### src/sv/ftia_pkg.sv
// Shared types and constants for the flow table with idle aging.
`timescale 1ns / 1ps
`default_nettype none

package ftia_pkg;

    localparam int SLOT_W       = 6;
    localparam int FLOW_ENTRIES = 1 << SLOT_W;
    localparam int KEY_W        = 48;
    localparam int IDLE_W       = 24;
    localparam int CNT_W        = $clog2(FLOW_ENTRIES + 1);
    localparam int REQ_W        = 2;
    localparam int STATUS_W     = 3;

    localparam int APB_W        = 32;
    localparam int PADDR_W      = 3;
    localparam int REG_IDX_W    = 1;

    localparam logic [REG_IDX_W-1:0] REG_REAP_LIMIT = 1'b0;

    localparam logic [IDLE_W-1:0] IDLE_MAX = {IDLE_W{1'b1}};

    typedef enum logic [REQ_W-1:0] {
        REQ_CLIENT   = 2'd0,
        REQ_UPSTREAM = 2'd1,
        REQ_TICK     = 2'd2,
        REQ_NONE     = 2'd3
    } t_req;

    typedef enum logic [STATUS_W-1:0] {
        ST_HIT       = 3'd0,
        ST_CREATED   = 3'd1,
        ST_FULL      = 3'd2,
        ST_DIAL_FAIL = 3'd3,
        ST_REFRESHED = 3'd4,
        ST_NOT_LIVE  = 3'd5,
        ST_TICK      = 3'd6
    } t_status;

    typedef enum logic [4:0] {
        S_IDLE  = 5'b00001,
        S_SCAN  = 5'b00010,
        S_DRAIN = 5'b00100,
        S_APPLY = 5'b01000,
        S_OUT   = 5'b10000
    } t_state;

    // result of the shared compare/age unit for one table entry
    typedef struct packed {
        logic              key_eq;
        logic [IDLE_W-1:0] idle_next;
        logic              reap;
    } t_unit_res;

endpackage

`default_nettype wire

### src/sv/ftia_unit.sv
// Shared compare and age unit: key match, saturating idle increment, reap test.
`timescale 1ns / 1ps
`default_nettype none

module ftia_unit (
    input  logic [ftia_pkg::KEY_W-1:0]  i_key_rd,
    input  logic [ftia_pkg::KEY_W-1:0]  i_key_req,
    input  logic [ftia_pkg::IDLE_W-1:0] i_idle,
    input  logic [ftia_pkg::IDLE_W-1:0] i_limit,
    output ftia_pkg::t_unit_res         o_res
);
    import ftia_pkg::*;

    logic [IDLE_W-1:0] idle_next;

    assign idle_next = (i_idle == IDLE_MAX) ? i_idle : i_idle + IDLE_W'(1);

    always_comb begin
        o_res.key_eq    = (i_key_rd == i_key_req);
        o_res.idle_next = idle_next;
        // zero limit means never reap
        o_res.reap      = (i_limit != '0) && (idle_next >= i_limit);
    end

endmodule

`default_nettype wire
### config.mk
export PLATFORM = sky130hd
export DESIGN_NAME = ftia_unit
export DESIGN_NICKNAME = d
export VERILOG_FILES = /design/src/sv/ftia_pkg.sv /design/src/sv/ftia_unit.sv
export SDC_FILE = /design/constraint.sdc
export NUM_CORES = 1
export LEC_CHECK = 0
export BUFFER_PORTS_ARGS = -buffer_cell sky130_fd_sc_hd__buf_2
export CAP_MARGIN = 20
export CORE_MARGIN = 1
export CORE_UTILIZATION = 40
export DETAILED_ROUTE_END_ITERATION = 10
export GPL_TIMING_DRIVEN = 0
export PLACE_DENSITY = 0.95
export SYNTH_ARGS = -nofsm -noshare
export SYNTH_HDL_FRONTEND = slang
export SYNTH_SLANG_ARGS = --single-unit
### constraint.sdc
create_clock -name vclk -period 8.16
set_input_delay 2.448 -clock vclk [all_inputs]
set_output_delay 2.448 -clock vclk [all_outputs]
set_load 0.02 [all_outputs]
After elaboration in Yosys (flattened, before gate mapping)
Cells that the tools add are included.

storage, ports and cells
  word-level logic and storage cells = 7
  register bits after elaboration = 0
  output and inout port bits = 26

operators by class
  reductions and logical operators = 2
  $lt $le $gt $ge = 1
  add/subtract/negate cells = 1
  equality and inequality tests = 2
  muxes and demuxes = 1

operators with widths
  cell                                                              count
  48-bit == test                                                    1
  24-bit by 1-bit adder with 24-bit output (second input constant)  1
  24-bit == test (second input constant)                            1
  24-bit greater-or-equal comparator                                1
  24-bit 2-to-1 mux                                                 1
  24-bit nonzero test                                               1
  1-bit logical AND                                                 1

Logic depth before layout (Yosys ltp)
  depth in word-level cells = 4
  mapped depth = 13
  mapped depth without buffers = 12

Least setup slack after synthesis
OpenSTA, ideal clock, no wires.

  path kind = input-to-output
  from = in i_idle[0] in the netlist's numbering
  to = out o_res[0] in the netlist's numbering
  required time = 5.712 ns
  setup slack = 0.792 ns
  data arrival time = 4.920 ns
  buffers on the path = 0
  stages = 11
  path through = ha_1 inv_1 nor4_2 a2111oi_4 nand3_1 xnor2_1 ha_1 nand4_1 nor3_1 a221oi_1 a31oi_1

RTL lines
  element          RTL line         source
  start, declared  ftia_unit.sv:8   input logic [ftia_pkg::IDLE_W-1:0] i_idle,
  end, declared    ftia_unit.sv:10  output ftia_pkg::t_unit_res o_res

==> results.md <==
* Num rows at 23
* Most frequent cells after synthesis: xor2_1, inv_1, ha_1, nor4_1, xnor2_1
* Fin nets at 577
* Initial core utilization at 0.424
* GRT Total Usage at 0.273
* Total Power at 0.125 mW
* Synth top area cells: xor2_1, ha_1, xnor2_1, nor4_1, inv_1
* Lkg Pwr at ~1.5 nW
* Global-route wire length before repair at a little under 10000 um
* CP max stage delay at around 0.44 ns
* CP required at between 5 and 6 ns
* WL final at between 6000 and 7000 um
* # setup viols final at 0
* Count leader, synth: xor2_1
* Outcome: completed
* Part of the power in combinational logic at 1.000
* CP endpoint kind: output port
* Port-buffer cells at 170
* Fin Setup TNS at 0 ns
* Vias at 2363
* Hold Path Class: in2out
* CP Buf/Inv Count at 3
* Clock power share at 0
* Reg area at 0 um^2
* Placed Instances at about 460
* Least-Margin Pin Slew at between 0.4 and 0.5 ns
* Synth unique cells at 33
* Fmax at 0.131 GHz
* Cell Pwr Density at about 47 mW/mm^2
* Non-filler cells, final at 457
* Grt peak-use layer: met2
* Mapped Nets at slightly above 400
* Int Pwr at 0.0599 mW
* Core box area at a little over 0.004 mm^2
* Flip-flop and latch count at 0
* Gpl congestion at ~0.90
* Unrepaired setup endpoints after global routing: no
* Synth area leader: xor2_1
* Pin count of the biggest net entering global routing at 11
* Critical Path Fanout Max at 8
* Drt via density at a little over 5
* Syn avg cell area at 7.34 um^2
* Area growth syn-to-layout at 52.9%
* Hpwl dp at roughly 5900 um
* Final hold vios at 0
* GR met1 Demand/Resource at 0.270
* Sw frac at 0.523
* Crit-path cells: buf_2 > ha_1 > inv_1 > nor3_2 > nand3_1 > nor2_1 > xor2_1 > ha_1 > nand4_1 > nor3_1 > a221oi_1 > a31oi_1 > buf_2
* Syn Inst Count at about 240
* Die H at between 60 and 70 um
* DIE AREA at ~0.0046 mm^2
* Die W at 67.8 um
* Yosys warning count at 0
* Seq pwr share at 0
* Met2 Use GR at 0.556
* Number of setup buffers added after CTS at 0
* Element type at the critical path start: input pin
* DRT iter0 DRCs at about 100
* IO Count at 170
* Initial antenna violation count at 1
* Final Core Density at 0.648
* CP max-delay cell: nor3_2
* Crit Path Class: in2out
* DRC viols at 0
* DRT antenna net count at 0
* GRT overflow at 0
* Worst EP arrival at between 5 and 6 ns
* Post-synthesis sequential area ratio at 0
* Area of the multi-input gates at between 0.0015 and 0.002 mm^2
* Wire per inst at about 14 um
* Net Switching at about 0.066 mW
* Slew Limit Headroom at 0.681
* Fin crit share at 0.933
* CP delay by family, top: simple AND/OR/NAND/NOR gates
* Ratio of cells with drive above 1 in the final layout at 0.448
* Vias in the first global route at 2249
* Worst hold margin at roughly 5.2 ns
* Worst IR drop on VDD at roughly 0.000028 V
* Mapped Area at approximately 0.0017 mm^2
* Clock buffers at 0
* 1st-pass router iterations at 4
* Resized Gates After CTS at 0
* Min cycle time layout at roughly 7.6 ns
* Area share of the largest cell type after synthesis at 0.263
* GRT met3 Usage at 0.0600
* Cts hold-fix bufs at 0
* Max cap viols at 0
* Fin. max-slew vios at 0
* Fill cells at 360
metrics by stage:
| step | instance area, um^2 | setup slack, ns |
|---|---|---|
| 2_1_floorplan | 1730 | 0.792 |
| 3_3_place_gp | 2650 | 0.721 |
| 3_5_place_dp | 2650 | 0.633 |
| 4_1_cts | 2650 | 0.616 |
| 5_1_grt | 2650 | 0.262 |
| 6_report | 2650 | 0.548 |
area by class of cell:
type / instances / share of cell area
antenna: 1 / 0.000945
buffer: 2 / 0.00614
inverter: 26 / 0.0368
multi-input combinational: 208 / 0.611
tap: 50 / 0.0236
timing repair buffer: 170 / 0.321
kinds of logic after synthesis:
kind of cell | Yosys count | share of synthesized area
buffers and inverters | 28 | 0.0657
and+or+nand+nor | 87 | 0.298
AOI/OAI and AO/OA | 26 | 0.0989
muxes | 2 | 0.0130
adders and majority gates | 25 | 0.181
xor gates and xnor gates | 68 | 0.344
per-layer routing:
metal | up-vias | part of all wire
met5 | - | 0
met4 | 0 | 0.027
met3 | 16 | 0.074
met2 | 112 | 0.54
met1 | 1044 | 0.36
li1 | 1191 | -
layout by cell type (no fill, tap or decap), types with 2 or more instances in the layout:
cell type	synthesis	routed
nand3_1	14	14
nand4_1	15	15
a31oi_1	2	2
a21oi_1	13	13
mux2_2	2	2
buf_2	1	171
nor4_1	18	18
nor2b_1	2	2
xor2_1	52	52
xnor2_1	16	16
and4_1	2	2
o21ai_0	5	5
ha_1	25	25
and3_1	5	5
nor2_1	6	6
nor3_1	4	4
inv_1	26	26
nand2_1	13	13
worst paths after layout:
path / from / endpoint / slack (ns) / cells after the start
setup / recovery: i_idle[0] / o_res[0] / 0.55 / 13
hold / removal: i_idle[15] / o_res[16] / 5.23 / 3
worst min-delay path, cell delays in order:
cell	delay (ns)
buf_2	0.09
xnor2_1	0.08
buf_2	0.16
power groups by stage:
stage | Combinational [mW] | Clock (mW) | Sequential [mW]
after floorplan | 0.0617 | 0 | 0
after global placement | 0.121 | 0 | 0
after detailed placement | 0.125 | 0 | 0
after CTS | 0.126 | 0 | 0
after global routing | 0.139 | 0.0000000164 | 0
final | 0.125 | 0.0000000164 | 0
(Power assumes the default switching activity.)
